`config.mk`:
```
export PLATFORM = sky130hd
export DESIGN_NAME = keyword_token_lexer
export DESIGN_NICKNAME = d
export VERILOG_FILES = /design/src/sv/kwl_pkg.sv /design/src/sv/kwl_scan.sv /design/src/sv/kwl_queue.sv /design/src/sv/keyword_token_lexer.sv
export SDC_FILE = /design/constraint.sdc
export NUM_CORES = 1
export LEC_CHECK = 0
export BUFFER_PORTS_ARGS = -buffer_cell sky130_fd_sc_hd__buf_2
export CORE_MARGIN = 8
export CORE_UTILIZATION = 50
export DETAILED_ROUTE_END_ITERATION = 8
export PLACE_DENSITY = 0.72
export SLEW_MARGIN = 40
export SYNTH_ARGS = -nofsm -noshare
export SYNTH_HDL_FRONTEND = slang
export SYNTH_SLANG_ARGS = --single-unit
export TNS_END_PERCENT = 10
```
`constraint.sdc`:
```
create_clock -name clock -period 3.45 [get_ports clock]
set_input_delay 0.1725 -clock clock [delete_from_list [all_inputs] [get_ports clock]]
set_output_delay 0.1725 -clock clock [all_outputs]
set_load 0.005 [all_outputs]
```
`src/sv/kwl_pkg.sv`:
```
// kwl_pkg: shared types, token codes and keyword tables for the keyword token lexer.
// Used by kwl_scan, kwl_queue, keyword_token_lexer and the port checker; no dependencies.

package kwl_pkg;

   // offset range and saturation limit
   localparam int OffsetBits = 16;
   localparam logic [15:0] SatLimit =
      (OffsetBits >= 16) ? 16'hFFFF : 16'((64'd1 << OffsetBits) - 64'd1);

   localparam int NumKw = 12;
   localparam logic [NumKw-1:0] KwAll = '1;

   // result queue
   localparam int QueueDepth = 4;
   localparam int QueuePtrBits = $clog2(QueueDepth);

   // stream packing
   localparam int ReqDataBits = 8;
   localparam int RspDataBits = 40;

   // token kinds
   localparam logic [4:0] KindEnd     = 5'd0;
   localparam logic [4:0] KindUnknown = 5'd1;
   localparam logic [4:0] KindIdent   = 5'd2;
   localparam logic [4:0] KindInt     = 5'd3;
   localparam logic [4:0] KindEqual   = 5'd4;
   localparam logic [4:0] KindHash    = 5'd5;
   localparam logic [4:0] KindPlus    = 5'd6;
   localparam logic [4:0] KindMinus   = 5'd7;
   localparam logic [4:0] KindStar    = 5'd8;
   localparam logic [4:0] KindSlash   = 5'd9;
   localparam logic [4:0] KindLParen  = 5'd10;
   localparam logic [4:0] KindRParen  = 5'd11;
   localparam logic [4:0] KindComma   = 5'd12;
   localparam logic [4:0] KindSemi    = 5'd13;
   localparam logic [4:0] KindDot     = 5'd14;
   localparam logic [4:0] KindAssign  = 5'd15;
   localparam logic [4:0] KindColon   = 5'd16;
   localparam logic [4:0] KindKwBase  = 5'd17;
   localparam logic [4:0] KindMax     = 5'd28;

   // keyword spellings, right-justified: first letter in the highest used byte
   localparam logic [71:0] KwText [NumKw] = '{
      72'("MODULE"), 72'("IMPORT"), 72'("PROCEDURE"), 72'("BEGIN"),
      72'("END"), 72'("VAR"), 72'("IF"), 72'("THEN"),
      72'("ELSE"), 72'("WHILE"), 72'("DO"), 72'("RETURN")
   };
   localparam logic [3:0] KwLen [NumKw] = '{
      4'd6, 4'd6, 4'd9, 4'd5, 4'd3, 4'd3, 4'd2, 4'd4, 4'd4, 4'd5, 4'd2, 4'd6
   };

   typedef enum logic [1:0] {
      RunIdle   = 2'd0,
      RunDigit  = 2'd1,
      RunLetter = 2'd2,
      RunColon  = 2'd3
   } run_class_type;

   typedef struct packed {
      logic        last;
      logic [15:0] length;
      logic [15:0] start;
      logic [4:0]  kind;
   } token_type;

   // tokens caused by one byte, already in output order
   typedef struct packed {
      logic [1:0] count;
      token_type  first;
      token_type  second;
   } push_type;

   function automatic logic [15:0] sat_inc(logic [15:0] v);
      logic [15:0] r;
      r = (v >= SatLimit) ? SatLimit : v + 16'd1;
      return r;
   endfunction

   // keywords whose letter at position idx equals c
   function automatic logic [NumKw-1:0] letter_match(logic [15:0] idx, logic [7:0] c);
      logic [NumKw-1:0] m;
      int unsigned      pos;
      m = '0;
      for (int k = 0; k < NumKw; k++) begin
         if (idx < {12'd0, KwLen[k]}) begin
            pos = 32'(KwLen[k]) - 32'd1 - 32'(idx[3:0]);
            m[k] = (KwText[k][8*pos +: 8] == c);
         end
      end
      return m;
   endfunction

   function automatic logic [4:0] op_kind(logic [7:0] c);
      logic [4:0] k;
      case (c)
         8'h3D:   k = KindEqual;
         8'h23:   k = KindHash;
         8'h2B:   k = KindPlus;
         8'h2D:   k = KindMinus;
         8'h2A:   k = KindStar;
         8'h2F:   k = KindSlash;
         8'h28:   k = KindLParen;
         8'h29:   k = KindRParen;
         8'h2C:   k = KindComma;
         8'h3B:   k = KindSemi;
         8'h2E:   k = KindDot;
         default: k = KindUnknown;
      endcase
      return k;
   endfunction

endpackage

```
`src/sv/kwl_scan.sv`:
```
// kwl_scan: per-byte scanner state (run class, run start/length, keyword candidates,
// byte position) and the up to two tokens each byte causes. Depends on kwl_pkg.

module kwl_scan (
   input  logic              clock,
   input  logic              reset,
   input  logic              take,
   input  logic [7:0]        ch,
   output kwl_pkg::push_type push
);

   kwl_pkg::run_class_type     run_class_ff, run_class_in;
   logic [15:0]                run_start_ff, run_start_in;
   logic [15:0]                run_length_ff, run_length_in;
   logic [kwl_pkg::NumKw-1:0]  cand_ff, cand_in;
   logic [15:0]                byte_pos_ff, byte_pos_in;

   logic is_end, is_digit, is_letter, is_space, is_colon, is_eq;
   logic [4:0] run_kind;

   always_comb begin
      is_end    = (ch == 8'h00);
      is_digit  = (ch >= 8'h30) && (ch <= 8'h39);
      is_letter = ((ch >= 8'h61) && (ch <= 8'h7A)) || ((ch >= 8'h41) && (ch <= 8'h5A));
      is_space  = (ch == 8'h20) || ((ch >= 8'h09) && (ch <= 8'h0D));
      is_colon  = (ch == 8'h3A);
      is_eq     = (ch == 8'h3D);
   end

   // kind of the pending letter, digit or colon run if it were closed now
   always_comb begin
      run_kind = kwl_pkg::KindIdent;
      for (int k = kwl_pkg::NumKw - 1; k >= 0; k--) begin
         if (cand_ff[k] && (run_length_ff == {12'd0, kwl_pkg::KwLen[k]})) begin
            run_kind = kwl_pkg::KindKwBase + 5'(k);
         end
      end
      if (run_class_ff == kwl_pkg::RunDigit) begin
         run_kind = kwl_pkg::KindInt;
      end
      if (run_class_ff == kwl_pkg::RunColon) begin
         run_kind = kwl_pkg::KindColon;
      end
   end

   // next state
   always_comb begin
      run_class_in  = kwl_pkg::RunIdle;
      run_start_in  = run_start_ff;
      run_length_in = 16'd0;
      cand_in       = kwl_pkg::KwAll;
      byte_pos_in   = is_end ? 16'd0 : kwl_pkg::sat_inc(byte_pos_ff);
      if (is_end) begin
         run_start_in = 16'd0;
      end else if ((run_class_ff == kwl_pkg::RunColon) && is_eq) begin
         cand_in = cand_ff;
      end else if (is_digit) begin
         run_class_in = kwl_pkg::RunDigit;
         if (run_class_ff == kwl_pkg::RunDigit) begin
            run_length_in = kwl_pkg::sat_inc(run_length_ff);
         end else begin
            run_start_in  = byte_pos_ff;
            run_length_in = 16'd1;
         end
      end else if (is_letter) begin
         run_class_in = kwl_pkg::RunLetter;
         if (run_class_ff == kwl_pkg::RunLetter) begin
            cand_in       = cand_ff & kwl_pkg::letter_match(run_length_ff, ch);
            run_length_in = kwl_pkg::sat_inc(run_length_ff);
         end else begin
            cand_in       = kwl_pkg::letter_match(16'd0, ch);
            run_start_in  = byte_pos_ff;
            run_length_in = 16'd1;
         end
      end else if (is_colon) begin
         run_class_in  = kwl_pkg::RunColon;
         run_start_in  = byte_pos_ff;
         run_length_in = 16'd1;
      end
   end

   // tokens: slot a closes the pending run, slot b is the byte's own token
   logic                a_valid, b_valid;
   kwl_pkg::token_type  tok_a, tok_b;

   always_comb begin
      tok_a.kind   = run_kind;
      tok_a.start  = run_start_ff;
      tok_a.length = (run_class_ff == kwl_pkg::RunColon) ? 16'd1 : run_length_ff;
      tok_a.last   = 1'b0;
      a_valid      = run_class_ff != kwl_pkg::RunIdle;
      b_valid      = 1'b0;
      tok_b.kind   = kwl_pkg::op_kind(ch);
      tok_b.start  = byte_pos_ff;
      tok_b.length = 16'd1;
      tok_b.last   = 1'b1;
      if (is_end) begin
         b_valid    = 1'b1;
         tok_b.kind = kwl_pkg::KindEnd;
      end else if ((run_class_ff == kwl_pkg::RunColon) && is_eq) begin
         a_valid      = 1'b0;
         b_valid      = 1'b1;
         tok_b.kind   = kwl_pkg::KindAssign;
         tok_b.start  = run_start_ff;
         tok_b.length = 16'd2;
      end else if (is_digit) begin
         a_valid = a_valid && (run_class_ff != kwl_pkg::RunDigit);
      end else if (is_letter) begin
         a_valid = a_valid && (run_class_ff != kwl_pkg::RunLetter);
      end else if (!is_space && !is_colon) begin
         b_valid = 1'b1;
      end
      tok_a.last  = !b_valid;
      push.count  = {1'b0, a_valid} + {1'b0, b_valid};
      push.first  = a_valid ? tok_a : tok_b;
      push.second = tok_b;
   end

   always_ff @(posedge clock) begin
      if (reset) begin
         run_class_ff  <= kwl_pkg::RunIdle;
         run_start_ff  <= 16'd0;
         run_length_ff <= 16'd0;
         cand_ff       <= kwl_pkg::KwAll;
         byte_pos_ff   <= 16'd0;
      end else if (take) begin
         run_class_ff  <= run_class_in;
         run_start_ff  <= run_start_in;
         run_length_ff <= run_length_in;
         cand_ff       <= cand_in;
         byte_pos_ff   <= byte_pos_in;
      end
   end

endmodule

```
`src/sv/kwl_queue.sv`:
```
// kwl_queue: small token queue between the scanner and the result stream; takes up
// to two tokens per transfer and hands out one per cycle while out_ready is high. Depends on kwl_pkg.

module kwl_queue (
   input  logic               clock,
   input  logic               reset,
   input  logic               push_en,
   input  kwl_pkg::push_type  push,
   output logic               room,
   output logic               out_valid,
   input  logic               out_ready,
   output kwl_pkg::token_type out_token
);

   localparam int PB = kwl_pkg::QueuePtrBits;

   kwl_pkg::token_type entry_ff [kwl_pkg::QueueDepth];
   logic [PB-1:0]      wr_ptr_ff, wr_ptr_in;
   logic [PB-1:0]      rd_ptr_ff, rd_ptr_in;
   logic [PB:0]        count_ff, count_in;
   logic [PB:0]        push_n;
   logic               pop;

   always_comb begin
      room      = count_ff <= (PB+1)'(kwl_pkg::QueueDepth - 2);
      out_valid = count_ff != '0;
      out_token = entry_ff[rd_ptr_ff];
      pop       = out_valid && out_ready;
      push_n    = push_en ? (PB+1)'(push.count) : '0;
      wr_ptr_in = wr_ptr_ff + push_n[PB-1:0];
      rd_ptr_in = rd_ptr_ff + PB'(pop);
      count_in  = count_ff + push_n - (PB+1)'(pop);
   end

   always_ff @(posedge clock) begin
      if (push_en && (push.count != 2'd0)) begin
         entry_ff[wr_ptr_ff] <= push.first;
      end
      if (push_en && (push.count == 2'd2)) begin
         entry_ff[wr_ptr_ff + PB'(1)] <= push.second;
      end
   end

   always_ff @(posedge clock) begin
      if (reset) begin
         wr_ptr_ff <= '0;
         rd_ptr_ff <= '0;
         count_ff  <= '0;
      end else begin
         wr_ptr_ff <= wr_ptr_in;
         rd_ptr_ff <= rd_ptr_in;
         count_ff  <= count_in;
      end
   end

endmodule

```
`src/sv/keyword_token_lexer.sv`:
```
// keyword_token_lexer: top level; byte stream in, token stream out.
// Depends on kwl_pkg, kwl_scan and kwl_queue.

// Source bytes enter on the req_ stream one per transfer, and a zero byte ends the
// text and resets the offset to 0. Each byte updates the scanner in the cycle it is
// taken and its tokens (none, one or two) land in a four-token queue, so a token
// appears on rsp_ in the cycle after its byte at the earliest. A byte is taken in
// every cycle while the queue has room for two tokens; the result side hands out one
// token per cycle while rsp_tready is high, so a byte that closes a pending run and
// also forms a token of its own gives two tokens in turn. rsp_tlast marks the last
// token caused by a byte. Offsets and run lengths saturate at 65535.

module keyword_token_lexer (
   input  logic                              clock,
   input  logic                              reset,
   input  logic                              req_tvalid,
   output logic                              req_tready,
   input  logic [kwl_pkg::ReqDataBits-1:0]   req_tdata,   // [7:0] ch
   output logic                              rsp_tvalid,
   input  logic                              rsp_tready,
   output logic [kwl_pkg::RspDataBits-1:0]   rsp_tdata,   // [4:0] token_kind,
                                                          // [20:5] start_offset,
                                                          // [36:21] token_length, 0 above
   output logic                              rsp_tlast    // last token of its byte
);

   logic               take;
   logic               room;
   kwl_pkg::push_type  push;
   kwl_pkg::token_type head;

   assign req_tready = room;
   assign take       = req_tvalid && room;

   kwl_scan u_scan (
      .clock (clock),
      .reset (reset),
      .take  (take),
      .ch    (req_tdata),
      .push  (push)
   );

   kwl_queue u_queue (
      .clock     (clock),
      .reset     (reset),
      .push_en   (take),
      .push      (push),
      .room      (room),
      .out_valid (rsp_tvalid),
      .out_ready (rsp_tready),
      .out_token (head)
   );

   assign rsp_tdata = {3'd0, head.length, head.start, head.kind};
   assign rsp_tlast = head.last;

endmodule

```
# ---- After elaboration in Yosys (flattened, before gate mapping)
# Memory sizes are Yosys's and may differ from the RTL's. A register that Yosys moved wholly into a read port is not among the register bits.
# Cells that the tools add are included.
dict set report totals {
  mem_count 1
  ram_bits 152
  regBits 69
  word_cells 273
}
dict set report op_classes {
  n_addsub 14
  reduce_logical 36
  order_cmp 17
  n_bitwise 1
  n_shift 12
  n_mux 134
  eq_ne 50
}
# name words width read_ports rd_clocked_by_memory_dff wr line
set mem_list {}
lappend mem_list {u_queue.entry_ff 4 38 1 1 2 kwl_queue.sv:17} ;# kwl_pkg::token_type entry_ff [kwl_pkg::QueueDepth];
# operator count
set op_table {}
lappend op_table {{72-bit by 33-bit variable part select with 8-bit output (first input constant)} 12}
lappend op_table {{16-bit two-way mux} 17}
lappend op_table {{8-bit by 6-bit equality test with 1-bit output (second input constant)} 13}
lappend op_table {{8-bit equality test} 12}
lappend op_table {{1-bit two-way mux} 86}
lappend op_table {{7-bit by 8-bit equality test with 1-bit output (first input constant)} 10}
lappend op_table {{5-bit two-way mux} 15}
lappend op_table {{12-bit two-way mux} 5}
lappend op_table {{16-bit by 3-bit equality test with 1-bit output (second input constant)} 3}
lappend op_table {{16-bit by 3-bit < comparator with 1-bit output (second input constant)} 3}
lappend op_table {{4-bit case mux with 11 select lines} 1}
lappend op_table {{38-bit two-way mux} 1}
lappend op_table {{16-bit by 1-bit adder with 16-bit output (second input constant)} 2}
lappend op_table {{16-bit by 2-bit equality test with 1-bit output (second input constant)} 2}
lappend op_table {{16-bit greater-or-equal comparator (second input constant)} 2}
lappend op_table {{16-bit by 2-bit < comparator with 1-bit output (second input constant)} 2}
lappend op_table {{1-bit logical AND} 24}
lappend op_table {{23-bit two-way mux} 1}
lappend op_table {{18-bit two-way mux} 1}
lappend op_table {{16-bit by 4-bit equality test with 1-bit output (second input constant)} 1}
lappend op_table {{8-bit by 7-bit greater-or-equal comparator with 1-bit output (second input constant)} 2}
lappend op_table {{8-bit by 7-bit less-or-equal comparator with 1-bit output (second input constant)} 2}
lappend op_table {{16-bit by 4-bit < comparator with 1-bit output (second input constant)} 1}
lappend op_table {{2-bit two-way mux} 7}
lappend op_table {{30 further kinds} 39}

# ---- Depth between registers and ports, before layout
# Gate-level depths: netlist of the first run.
dict set report logic_depth {
  ltp_word 17
  ltp_mapped 17
  depth_no_buf 13
}

# ---- Cells and area by module
# From an unflattened synthesis of the first run, not the netlist that was laid out.
dict set report hier_totals {
  hier_cells 1283
  area_unflattened_um2 13985.9
}
# mod area_each_um2 seq_area_each_um2 instances cells_per_inst
set by_module_without_submodules {}
lappend by_module_without_submodules {kwl_queue 7805.0 4704.5 1 424}
lappend by_module_without_submodules {kwl_scan 6148.4 1241.2 1 854}
lappend by_module_without_submodules {keyword_token_lexer 32.5 0.0 1 5}

# ---- Least setup slack after synthesis of the first run
# Ideal clock, no wire load.
dict set report synth_path {
  path_kind {input -> register}
  start {input port req_tdata[4] in the netlist's numbering}
  end {memory u_queue.entry_ff[1][0] in the netlist's numbering, enable pin}
  setup_ns 0.378
  cell_stages 13
  path_slack_ns 0.066
  arrival_time_ns 3.006
  required_time_ns 3.072
  path_cell_list {buf_4 nor4_4 a31oi_1 or2_1 buf_2 and2_4 buf_6 inv_2 ha_1 nand3_1 nor3_1 nor2_1 inv_1}
}
# element line
set synth_lines {}
lappend synth_lines {{start: declaration} keyword_token_lexer.sv:18} ;# input logic [kwl_pkg::ReqDataBits-1:0] req_tdata,
lappend synth_lines {{end: declaration} kwl_queue.sv:17}

==> metrics.txt, run 1 <==
status completed; HPWL Detailed 24500 um; FF-to-FF setup slack 300 ps; syn avg cell area 9.86 um^2; final worst slack 301 ps; highest-count cells in the layout ignoring fill and taps dfxtp_1 (131), a21oi_1 (95), edfxtp_1 (88), nand2_1 (74), nor2_1 (74); CTS tree done; Vias 11200; drt first pass iters 5; Max Transition Viols Final 0; first-pass GRT wire length 58300 um; cts repair resizes 0; initial drt markers 1299; Max-slew headroom 49.2%; DIE HEIGHT 177 um; Tot GR Track Use 22.9%; actual slew at the worst max-slew pin 753 ps; Num CTS Buffers 24; DRT antenna net count 0; final WL 36900 um; MaxCap Viol Count 0; DR DRC count 0; Setup Skew 24.7 ps; Crit path largest cell delay 530 ps; IO Count 55; H-Tree Depth 1; Synth top area share 20.6%; Vias/cell 6.74; min cycle time layout 3150 ps; Buffers & Inverters on Critical Path 1; worst-path maximum fanout 16; CP Capture Type flip-flop; CP startpoint kind flip-flop; FMAX 318 MHz; PortBufs 51; wire per inst 22.2 um; Mapped Cells 1308; routability-driven placement congestion ratio 0.932; CP top delay family simple AND/OR/NAND/NOR gates; Post-synth EDFFs 88; Seq cells post-synth 221; ranking of synthesized cells by area dfxtp_1 (21%), edfxtp_1 (20%), mux4_2 (6.6%); final net count 1351; final setup vio count 0; clock sink count 221; final non-filler cell total 1664; final worst-path cycle share 91.3%; Max Buffers Root-to-Sink 3; cell area after synthesis 0.0129 mm^2; Area growth syn-to-layout 11.0%; Seq/Total Area, Yosys 41.1%; DIE AREA 0.0312 mm^2; Synth area leader dfxtp_1; Sum Neg Setup Slack 0 ps; Hold Vio Cnt, Final 0; critical path's slowest cell o22ai_4; Netlist cell types 92; initial antenna violation count 0; critical-path cell list nand4b_1, a31oi_1, or2_1, and2_4, inv_2, ha_1, nand3_1, nor3_1, nor2_1, o22ai_4, a22o_1; YS warnings 0; Root Driver clkbuf_16; most common cell after layout, fill and taps aside dfxtp_1; Main synth FF type dfxtp_1; kind of critical path reg2reg; ANT cells 0; Worst-Skew Late Latency 510 ps; largest net degree at the start of global routing 40; vias in the first global route 10500; Leak 5.02 nW; RSZ-0062 raised after global routing false; Reg clk slew, reported paths 70 ps; final core occ 56.7%; Req. time, crit path 3810 ps; worst vdd ir 462 uV; share of cells above drive strength 1 17.8%; area of the core 0.0253 mm^2; pre-CTS setup slack 201 ps; ys async rst share 0%; Die Wd 177 um; Pwr Total 7.35 mW; # rows 58; Post-Place Cells 1620; Power Density 514 mW/mm^2; Hold Buf Count CTS 0; Worst Path Arrival 3510 ps; Tightest Hold Check Type in2reg; Initial Util 51.1%; Overflow after GRT 0; setup bufs post-CTS 0
-- cell usage after synthesis, drive strengths merged, types with 5 or more instances --
master  number
a41oi        7
nor2        76
and2        12
o41ai        6
nand3       47
buf         53
o211ai       9
nand4       23
a211oi      11
o21a         6
a21oi       96
nor3        43
mux2i        5
nor2b       15
nand2       76
clkbuf      86
nor3b       11
o31ai       10
a31oi       16
or3         11
a21o         8
o22ai       22
xnor2       17
and3        16
a32o        60
o21ai       55
edfxtp      88
inv         20
mux4        38
nor4        15
a22o        65
dfxtp      133
nand2b      18
or3b        19
ha          22
-- sequential cells by signal (all words and copies together), names as in the netlist --
signal                flops
u_scan.byte_pos_ff       16
u_scan.run_class_ff       2
u_queue.wr_ptr_ff         2
u_scan.run_start_ff      16
u_queue.count_ff          3
u_queue.rd_ptr_ff         2
u_scan.cand_ff           12
u_scan.run_length_ff     16
u_queue.entry_ff        152
-- worst reg2reg max path, cell delays in order (launching register included) --
cell and delay [ps]:
dfxtp_1 310, nand4b_1 210, a31oi_1 140, or2_1 330, and2_4 180, inv_2 50, ha_1 160, nand3_1 100
nor3_1 520, nor2_1 220, o22ai_4 530, a22o_1 260
-- layout make-up --
type,count,area (um^2)
repair buffers,119,816
well taps,330,413
clock inverters,13,93.8
inverters,23,86.3
clock buffers,31,678
fillers,2191,10900
flip-flops and latches,221,5310
multi-input cells,927,6920
-- final timing paths --
| kind | end | cells past startpoint | start |
|---|---|---|---|
| max | u_queue.entry_ff[1][18] | 11 | u_scan.run_class_ff[1] |
| min | u_queue.wr_ptr_ff[0] | 2 | reset |
| max reg2reg | u_queue.entry_ff[1][18] | 11 | u_scan.run_class_ff[1] |
| min reg2reg | u_queue.entry_ff[2][28] | 1 | u_queue.entry_ff[2][28] |
-- logic make-up (layout without fill, tap and decap cells) --
logic type,after synthesis,after routing,synth area share (%)
mux,44,44,7.11
other cells,1,3,0.0291
simple gates,409,409,17.7
fa+ha+maj,23,23,2.29
buf+inv,162,186,5.54
xor+xnor,23,23,1.78
flops,221,221,41.1
compound gates,425,425,24.4
-- layer usage --
layer  GRT usage (%)  wire [um]  vias to the layer above
met2            35.6      16600                      583
met3            3.95       3500                      105
met1            31.4      15700                     5409
met5               0          0                        -
li1                -          -                     5121
met4            9.18       1180                        0
-- through the flow --
step,instance area (um^2),hold WS (ps)
detailed placement,13500,451
global route,14300,192
CTS,14300,169
finish,14300,177
floorplan,12900,362
global placement,13500,440
-- report_power, final --
part | total (mW) | leakage, nW | switching (mW) | internal (mW)
combinational | 1.78 | 2.71 | 1.06 | 0.727
clock | 2.49 | 0.388 | 1.03 | 1.46
sequential | 3.08 | 1.92 | 0.174 | 2.91
Note: power is estimated with default switching activity, not from simulation.
==> inputs of run 2 (changes only) <==
Settings changed: ABC_AREA set to 1.
==> run 2 against run 1 <==
Net effect:
- hold slack lost 30 ps
- sequential power is 3% lower
- clock-buffer cell count is the same
- flip-flop and latch count unchanged
- critical path depth increased by 1
- clock skew shrank 8.3 ps
- final area is 3.1% lower
- die area fell by 2.2%
- critical endpoint is now u_scan.cand_ff[0]
- largest cell class unchanged
- highest routed layer unchanged
==> metrics.txt, run 2 <==
routability-driven placement congestion ratio 0.936; Vias/cell 5.84; Crit path largest cell delay 660 ps; status completed; reg2reg end u_scan.cand_ff[0]; max reg flops 152; clock sink count 221; Tot GR Track Use 23.4%; IO Count 55; Max Transition Viols Final 0; min cycle time layout 3010 ps; worst-path maximum fanout 14; Hold Vio Cnt, Final 0; final core occ 55.5%; Mapped Cells 1680; Sum Neg Setup Slack 0 ps; actual slew at the worst max-slew pin 814 ps; MaxCap Viol Count 0; Seq/Total Area, Yosys 42.2%; final setup vio count 0; cell area after synthesis 0.0126 mm^2; Reg clk slew, reported paths 70 ps; Netlist cell types 56; Worst-Skew Late Latency 510 ps; multi-input logic area 0.00635 mm^2; CP startpoint kind flip-flop; highest-count cells in the layout ignoring fill and taps nand2_1 (357), nor2_1 (182), o21ai_0 (138), dfxtp_1 (132), o22ai_1 (112); CTS tree done; cts repair resizes 0; H-Tree Depth 1; Leak 5.42 nW; initial drt markers 1307; largest net degree at the start of global routing 78; final net count 1734; worst vdd ir 306 uV; PortBufs 51; hold_sp reset; Vias 11900; Filler Cell Count 2351; drt first pass iters 6; Max Buffers Root-to-Sink 3; Post-synth EDFFs 88; most frequent cell after synthesis nand2_1; Top reg by flops u_queue.entry_ff; register area 0.00531 mm^2; FMAX 333 MHz; final worst-path cycle share 87.1%; Req. time, crit path 3880 ps; Die Wd 175 um; final WL 37100 um; kind of critical path reg2reg; WHS Path Cells 2; DR DRC count 0; critical path's slowest cell dfxtp_1; Area growth syn-to-layout 10.2%; Worst Path Arrival 3440 ps; final worst slack 445 ps; area of the core 0.0250 mm^2; Overflow after GRT 0; Seq cells post-synth 221; Initial Util 50.4%; ys async rst share 0%; first-pass GRT wire length 59500 um; YS warnings 0; FF-to-FF setup slack 440 ps; Setup Skew 16.5 ps; worst r2r path cells 12; Max-slew headroom 45.2%; ANT cells 0; DIE HEIGHT 175 um; Power Density 535 mW/mm^2; wire per inst 18.1 um; CP Capture Type flip-flop; critical-path cell list inv_1, ha_1, inv_1, a21oi_2, inv_1, nand2_1, nand3_1, nor3_1, nand3_1, nand2_1, nand2_1, o211ai_1; Tightest Hold Check Type in2reg; vias in the first global route 11200; syn avg cell area 7.49 um^2; ranking of synthesized cells by area dfxtp_1 (21%), edfxtp_1 (21%), nand2_1 (11%); Hold Buf Count CTS 0; RSZ-0062 raised after global routing false; reg2reg start u_scan.run_length_ff[2]; Num CTS Buffers 22; most frequent cells after synthesis nand2_1 (357), nor2_1 (183), o21ai_0 (138); Root Driver clkbuf_16; share of cells above drive strength 1 12.1%; DIE AREA 0.0305 mm^2; Hold EP u_queue.count_ff[1]; Synth area leader dfxtp_1; setup bufs post-CTS 0; DRT antenna net count 0; HPWL Detailed 24900 um; Synth top area share 21.2%; # rows 58; initial antenna violation count 0; pre-CTS setup slack 330 ps; most common cell after layout, fill and taps aside nand2_1; Main synth FF type dfxtp_1
## run 2: cell types whose count changed after synthesis, moves of 20 or more
cell	before	now
o21ai_1	1	70
clkbuf_1	85	65
mux4_2	38	0
o21ai_0	54	138
xor2_1	4	40
a32o_1	60	0
o21ai_2	0	21
a22o_1	65	0
nand3_1	47	69
o22ai_1	18	112
nand2_1	75	357
inv_1	19	102
inv_2	1	30
nor2_1	75	183
## run 2: area by class of cell
cell class | count | share of cell area [%]
multi-input cells | 1231 | 45.8
repair buffers | 91 | 4.10
clock buffers | 31 | 4.36
flip-flops and latches | 221 | 38.3
inverters | 132 | 3.57
clock inverters | 8 | 0.930
well taps | 330 | 2.98
## run 2: cell families after synthesis
group / synth area share, %
and+or+nand+nor: 23.2
AOI/OAI and AO/OA: 21.4
buffers and inverters: 7.46
DFF: 42.2
xor gates and xnor gates: 3.27
adders and majority gates: 2.35
muxes: 0.159
other: 0.0298
## run 2: stage by stage
| stage | cells | total power, mW | hold slack (ps) | instance area, um^2 |
|---|---|---|---|---|
| finish | 2044 | 7.42 | 147 | 13900 |
| global route | 2044 | 7.78 | 163 | 13900 |
| CTS | 2044 | 7.44 | 129 | 13900 |
| detailed placement | 2005 | 5.02 | 441 | 13100 |
| global placement | 2005 | 4.99 | 436 | 13100 |
| floorplan | 1682 | 4.27 | 404 | 12600 |
## run 2: power breakdown
| group | total, mW | switching (mW) | internal, mW |
|---|---|---|---|
| sequential | 2.98 | 0.0868 | 2.90 |
| clock | 2.45 | 0.998 | 1.45 |
| combinational | 1.99 | 1.34 | 0.651 |
| total | 7.42 | 2.42 | 5.00 |
## run 2: worst max-delay path: cells and delay by family, from the launching register on
family	cells	cell delay (ps)
buf+inv	3	570
flops	1	660
fa+ha+maj	1	550
compound gates	2	350
simple gates	6	790
## run 2: routing by layer
| metal | track usage, % | vias to the layer above | wire length, um |
|---|---|---|---|
| li1 | - | 5805 | - |
| met1 | 32.1 | 5583 | 16700 |
| met2 | 38.0 | 492 | 16900 |
| met3 | 3.78 | 47 | 2920 |
| met4 | 5.65 | 0 | 591 |
| met5 | 0 | - | 0 |
## run 2: how the worst max path moves through the flow
| stage | start | depth (start not counted) | slack [ps] | endpoint |
|---|---|---|---|---|
| 2_1_floorplan | req_tdata[1] | 20 | 220 | u_queue.entry_ff[1][35] |
| 3_3_place_gp | req_tdata[2] | 17 | 410 | u_queue.entry_ff[1][14] |
| 3_5_place_dp | req_tdata[2] | 17 | 330 | u_queue.entry_ff[1][14] |
| 4_1_cts | u_scan.run_length_ff[2] | 12 | 540 | u_scan.cand_ff[0] |
| 5_1_grt | u_scan.run_length_ff[2] | 12 | 200 | u_scan.cand_ff[0] |
| 6_report | u_scan.run_length_ff[2] | 12 | 440 | u_scan.cand_ff[0] |
==> inputs of run 3 (changes only) <==
Settings changed: BUFFER_PORTS_ARGS -buffer_cell sky130_fd_sc_hd__buf_2 to not set, DONT_BUFFER_PORTS set to 1, PLACE_DENSITY 0.72 to 0.71.
==> run 3 against run 2 <==
Net effect:
- register-to-register slack improved by 80 ps
- routed wire length decreased by 0.72%
- worst setup slack improved by 81 ps
- critical endpoint is now u_queue.entry_ff[2][22]
- combinational power decreased by 11%
==> metrics.txt, run 3 (same netlist as run 2, synthesis figures left out) <==
Num CTS Buffers 23; CP Capture Type flip-flop; # rows 58; Die Wd 175 um; max reg flops 152; Worst-Skew Late Latency 520 ps; ANT cells 0; Req. time, crit path 3680 ps; Tot GR Track Use 23.5%; status completed; Filler Cell Count 2331; highest-count cells in the layout ignoring fill and taps nand2_1 (357), nor2_1 (183), o21ai_0 (138), dfxtp_1 (132), o22ai_1 (112); first-pass GRT wire length 59500 um; Internal 4.83 mW; PortBufs 0; H-Tree Depth 1; register area 0.00531 mm^2; Combinational Power Share 24.5%; final WL 36800 um; Vias 11800; MaxCap Viol Count 0; largest net degree at the start of global routing 78; CP startpoint kind flip-flop; vias in the first global route 11100; Hold Vio Cnt, Final 0; Leak 5.20 nW; final non-filler cell total 1991; final worst-path cycle share 84.8%; Sw Pwr 2.39 mW; Reg clk slew, reported paths 60 ps; Worst Path Arrival 3160 ps; Max Transition Viols Final 0; Setup Skew 17.9 ps; share of cells above drive strength 1 9.21%; Top reg by flops u_queue.entry_ff; Area growth syn-to-layout 8.07%; Max-slew headroom 45.5%; clock sink count 221; CTS tree done; drt first pass iters 6; worst-path maximum fanout 21; Power Density 531 mW/mm^2; sw frac 33.1%; multi-input logic area 0.00635 mm^2; DIE HEIGHT 175 um; DRT antenna net count 0; wire per inst 18.5 um; Root Driver clkbuf_16; area of the core 0.0250 mm^2; clock power share 34.1%; cts repair resizes 0; kind of critical path reg2reg; routability-driven placement congestion ratio 0.951; IO Count 55; Max Buffers Root-to-Sink 3; FMAX 342 MHz; Vias/cell 5.91; min cycle time layout 2920 ps; most common cell after layout, fill and taps aside nand2_1; DR DRC count 0; worst vdd ir 391 uV; RSZ-0062 raised after global routing false; final net count 1680; initial antenna violation count 0; Post-Place Cells 1946; sequential share of power 41.5%; Overflow after GRT 0; Initial Util 50.4%; Tightest Hold Check Type in2reg; Sum Neg Setup Slack 0 ps; actual slew at the worst max-slew pin 811 ps; initial drt markers 1335; final setup vio count 0; HPWL Detailed 24900 um; DIE AREA 0.0305 mm^2
## run 3: power groups by stage
| stage | clock network (mW) | registers (mW) | logic (mW) |
|---|---|---|---|
| after CTS | 2.49 | 2.99 | 1.76 |
| final | 2.46 | 2.99 | 1.77 |
| after global placement | 0 | 3.04 | 1.71 |
| after global routing | 2.58 | 3.01 | 1.96 |
| after detailed placement | 0 | 3.05 | 1.74 |
| after floorplan | 0 | 3.02 | 1.26 |
## run 3: critical path, stage by stage, from the launching register on
cell and delay [ps]:
dfxtp_1 390, nand2_1 190, nor2_8 270, inv_2 60
nand2_2 90, inv_2 70, ha_1 260, nand2_1 190
nor2_1 60, inv_1 80, nor2_1 80, inv_2 340
nand2_1 180, inv_2 290, a211oi_1 90
## run 3: worst paths after layout
| kind | startpoint | to | slack (ps) | depth (start not counted) |
|---|---|---|---|---|
| setup / recovery | u_scan.run_class_ff[0] | u_queue.entry_ff[2][22] | 530 | 14 |
| hold reg to reg | u_queue.entry_ff[1][36] | u_queue.entry_ff[1][36] | 460 | 2 |
| setup reg to reg | u_scan.run_class_ff[0] | u_queue.entry_ff[2][22] | 530 | 14 |
| hold / removal | reset | u_scan.run_start_ff[4] | 0.7 | 2 |
## run 3: per-stage QoR
step / power, mW / hold slack, ps / utilization (%) / instance area [um^2] / worst slack (ps)
global route: 7.54 / 9.38 / 54.5 / 13600 / 276
floorplan: 4.27 / 404 / - / 12600 / 221
detailed placement: 4.78 / 261 / 51.3 / 12800 / 231
global placement: 4.75 / 259 / 51.3 / 12800 / 291
CTS: 7.24 / 1.30 / 54.5 / 13600 / 566
finish: 7.22 / 0.733 / 54.5 / 13600 / 526
## run 3: layer usage
metal / track usage (%) / up-vias / routed length, um
met3: 3.89 / 68 / 3340
met4: 7.63 / 0 / 938
met2: 37.4 / 529 / 16700
met5: 0 / - / 0
met1: 32.0 / 5481 / 15800
li1: - / 5690 / -
## run 3: area by class of cell
cell class              count  share of cell area [%]
multi-input cells        1231                    46.7
flip-flops and latches    221                    39.0
clock buffers              25                    4.29
inverters                 132                    3.64
well taps                 330                    3.04
repair buffers             36                    2.19
clock inverters            16                    1.15
## run 3: what timing repair did
| item | CTS | global route |
|---|---|---|
| hold buffers | 4 | 0 |
| hold endpoints to repair | 69 | 0 |
| setup buffers | 0 | 0 |
